===== src/htdar_pkg.sv =====
// Shared types and constants for the depth-aged hash table unit.
`default_nettype none
package htdar_pkg;

    localparam int KEY_W   = 64;
    localparam int SCORE_W = 21;
    localparam int MOVE_W  = 16;
    localparam int SDEPTH_W = 9;
    localparam int DEPTH_W = 8;
    localparam int GEN_W   = 8;
    localparam int BOUND_W = 2;

    localparam logic [DEPTH_W-1:0] DEPTH_MAX = 8'd255;
    localparam logic [BOUND_W-1:0] BOUND_EMPTY = 2'd0;

    typedef enum logic [1:0] {
        MODE_PROBE   = 2'd0,
        MODE_STORE   = 2'd1,
        MODE_ADVANCE = 2'd2,
        MODE_CLEAR   = 2'd3
    } mode_t;

    typedef struct packed {
        logic [KEY_W-1:0]          key;
        logic signed [SCORE_W-1:0] score;
        logic [MOVE_W-1:0]         move;
        logic [DEPTH_W-1:0]        depth;
        logic [GEN_W-1:0]          gen;
        logic [BOUND_W-1:0]        bound;
    } entry_t;

    typedef struct packed {
        logic capture;
        logic commit;
        logic clear_run;
    } cmd_t;

    typedef struct packed {
        mode_t mode;
        logic  out_free;
        logic  clear_last;
    } status_t;

endpackage
`default_nettype wire


===== src/htdar_ctrl.sv =====
// Controller state machine: sequences accept, evaluate and clearing sweep.
`default_nettype none
module htdar_ctrl (
    input  wire logic              clk,
    input  wire logic              rst_n,
    input  wire logic              in_valid,
    output logic                   in_ready,
    input  wire htdar_pkg::status_t status,
    output htdar_pkg::cmd_t        cmd
);

    typedef enum logic [1:0] {
        S_CLEAR,
        S_IDLE,
        S_EVAL
    } state_t;

    state_t state_reg;
    state_t state_next;

    assign in_ready = (state_reg == S_IDLE);

    always_comb
    begin
        state_next    = state_reg;
        cmd.capture   = 1'b0;
        cmd.commit    = 1'b0;
        cmd.clear_run = 1'b0;
        unique case (state_reg)
            S_CLEAR:
            begin
                cmd.clear_run = 1'b1;
                if (status.clear_last)
                begin
                    state_next = S_IDLE;
                end
            end
            S_IDLE:
            begin
                if (in_valid)
                begin
                    cmd.capture = 1'b1;
                    state_next  = S_EVAL;
                end
            end
            S_EVAL:
            begin
                if (status.out_free)
                begin
                    cmd.commit = 1'b1;
                    state_next = (status.mode == htdar_pkg::MODE_CLEAR) ? S_CLEAR : S_IDLE;
                end
            end
            default:
            begin
                state_next = S_CLEAR;
            end
        endcase
    end

    always_ff @(posedge clk or negedge rst_n)
    begin
        if (!rst_n)
        begin
            state_reg <= S_CLEAR;
        end
        else
        begin
            state_reg <= state_next;
        end
    end

endmodule
`default_nettype wire


===== config.mk =====
export PLATFORM = sky130hd
export DESIGN_NAME = htdar_ctrl
export DESIGN_NICKNAME = d
export VERILOG_FILES = /design/src/htdar_pkg.sv /design/src/htdar_ctrl.sv
export SDC_FILE = /design/constraint.sdc
export NUM_CORES = 1
export LEC_CHECK = 0
export ABC_AREA = 1
export BUFFER_PORTS_ARGS = -buffer_cell sky130_fd_sc_hd__buf_2
export CAP_MARGIN = 20
export CORE_AREA = 2 2 39 41
export CTS_CLUSTER_DIAMETER = 100
export DETAILED_ROUTE_END_ITERATION = 10
export DIE_AREA = 0 0 41 43
export SETUP_SLACK_MARGIN = 0.1
export SLEW_MARGIN = 20
export SYNTH_ARGS = -nofsm -noshare
export SYNTH_HDL_FRONTEND = slang
export SYNTH_SLANG_ARGS = --single-unit

===== constraint.sdc =====
create_clock -name clk -period 0.8 [get_ports clk]
set_input_delay 0.24 -clock clk [delete_from_list [all_inputs] [get_ports clk]]
set_output_delay 0.24 -clock clk [all_outputs]
set_load 0.01 [all_outputs]

==> impl_metrics.toml <==
[yosys]
ys_seq_area_share_pct = 38.8
yosysWarnings = 0
synth_edf_count = 0
netlist.area_leader.share_pct = 38.8
synthArstFlopShare_pct = 100
syn_inst = 19
ys_types = 12
synth.top_cells.by_count = "3 x inv_1, 3 x nand2_1, 2 x dfrtp_1, 2 x nand3_1, 2 x nor3_1"
synth_area_leaders = "dfrtp_1 39%, inv_1 8.7%, nand2_1 8.7%, nand3_1 7.8%, nor3_1 7.8%"
ys_seq_elements = 2
syn_avg_cell_area_um2 = 6.78
syn_nets = 26
netlist_area_um2 = 129
synthFlopType = "dfrtp_1"
synth_area_leader_cell = "dfrtp_1"

[power]
leakage_nw = 0.160
power_mw = 1.05
p_per_area_nw_per_um2 = 3550
irDropWorstVdd_uv = 987

[sta]
fin_ws_ns = -0.430
fin_worst_skew_ns = 0.000516
slew_headroom_pct = 90.6
fin_setup_tns_ns = -1.95
drv_slew = 0
tightest_slew_ns = 0.140
fmax_mhz = 813
fin_crit_ns = 1.23
setup_violations = 6
rsz0062_at_grt = "true"
final-hold-violation-count = 0
period_share_pct = 154

[final_layout]
largest_reg_flops = 2
antenna_cells = 0
fin_util_pct = 21.4
layout-drive-gt1-share_pct = 67.6
fin_nets = 46
area_growth_pct = 130
fill_cells = 156

[setup_path]
critPathBufInv = 2
cp.required_ns = 0.56
setup.worst_path.start_class = "flop"
worst-path-max-fanout = 3
crit_chain = "inv_2, nand2_4, nor2_4, buf_6"
max_stage_delay_ns = 0.40
crit_family = "flip-flops"
crit_type = "reg -> out"
cpMaxStageDelayCell = "dfrtp_1"
crit_arrival_ns = 0.99
end_kind = "output port"

[routing]
antenna_left = 0
vias = 182
wirelength_um = 395
drtIter0Drc = 3
drc_errors = 0
post_drt_wl_per_cell_um = 7.45
first_pass_iters = 4
post_drt_via_cell_ratio = 3.43

[clocking]
cts.clk_slew.worst_paths_ns = 0.03
cts_tree = "built"
ctsRootBufferMaster = "clkbuf_4"
cts_sinks = 2
cts_buffers = 3
clock_path_buffers = 2
clkLatencyLatePin_ns = 0.22
cts_max_level = 1

[grt]
overflow = 0
antenna_found_initial = 0
first_global_vias = 178
grt_max_degree = 6
grt_pass1_wl_um = 731
grt_util_all_layers_pct = 7.43

[floorplan]
die_w_um = 41
ios = 11
dieHeight_um = 43
initial_core_util_pct = 9.31
rows = 14
dieArea_um2 = 1760
core-area_um2 = 1380

[placement]
io_buffers = 10
routabilityCongestion = 0.611
dpl.hpwl_um = 270

[outcome]
status = "finished, violations left"
violations = "setup timing"

[hold_path]
min_path_type = "in -> reg"

[flow_run]
maxCapViolations = 0
layer usage:
layer | up-vias | wire length [um] | share of wire, % | global-route usage [%]
li1 | 95 | - | - | -
met1 | 75 | 191 | 48 | 7.40
met2 | 12 | 150 | 38 | 7.50
met3 | 0 | 53 | 13 | 7.85
met4 | 0 | 0 | 0 | 8.00
met5 | - | 0 | 0 | 0
kinds of logic (layout without fill, tap and decap cells):
kind of cell	count (synthesis)	after routing	synth area share [%]
buffers and inverters	5	23	15.5
DFF	2	2	38.8
and+or+nand+nor	11	11	41.8
AOI/OAI and AO/OA	1	1	3.88
through the flow:
stage                     std cells  setup slack, ns  cell area [um2]  hold slack, ns
after detailed placement         46           -0.220              219          0.0270
after CTS                        52           -0.451              289           0.309
final                            53           -0.430              297           0.315
after global placement           46           -0.216              219          0.0268
after global routing             53           -0.501              297           0.314
after floorplan                  19          -0.0963              141         -0.0556
worst min-delay path: cells and delay by family:
kind / cells / cell delay [ns]
simple gates: 2 / 0.10
buf+inv: 2 / 0.16
cells in the final DEF (no fill, tap or decap), drive strengths merged:
master       count
buf             14
nand2            4
inv              4
clkbuf           3
nand3            2
nor2             2
nor3             2
dfrtp            2
clkinv           1
or2              1
a21oi            1
dlygate4sd3      1
cell type report:
class	count	area, um2	share of cell area [%]
well taps	16	20.0	6.75
flip-flops and latches	2	51.3	17.3
repair buffers	15	106	35.9
inverters	5	20.0	6.75
clock buffers	3	22.5	7.59
multi-input cells	12	76.3	25.7
what timing repair did:
item	in CTS	in global routing
setup buffers	2	1
setup endpoints to repair	6	6
resized for setup	6	0
hold endpoints to repair	2	0
pin swaps	1	2
hold buffers	1	0
path summary, 6_finish.rpt:
kind	from	endpoint	depth (start not counted)	slack (ns)
max reg2reg	state_reg[1]$_DFFE_PN0P_	state_reg[1]$_DFFE_PN0P_	5	-0.25
max in group asynchronous	rst_n	state_reg[0]$_DFFE_PN0P_	2	0.36
min	in_valid	state_reg[0]$_DFFE_PN0P_	4	0.31
min in group asynchronous	rst_n	state_reg[1]$_DFFE_PN0P_	2	0.33
min reg2reg	state_reg[0]$_DFFE_PN0P_	state_reg[0]$_DFFE_PN0P_	3	0.63
max	state_reg[1]$_DFFE_PN0P_	cmd[2]	4	-0.43
power by group:
group | internal [mW] | switching, mW | total [mW]
Sequential | 0.157 | 0.0807 | 0.238
Clock | 0.165 | 0.0567 | 0.222
Combinational | 0.324 | 0.270 | 0.593
(Power assumes the default switching activity.)
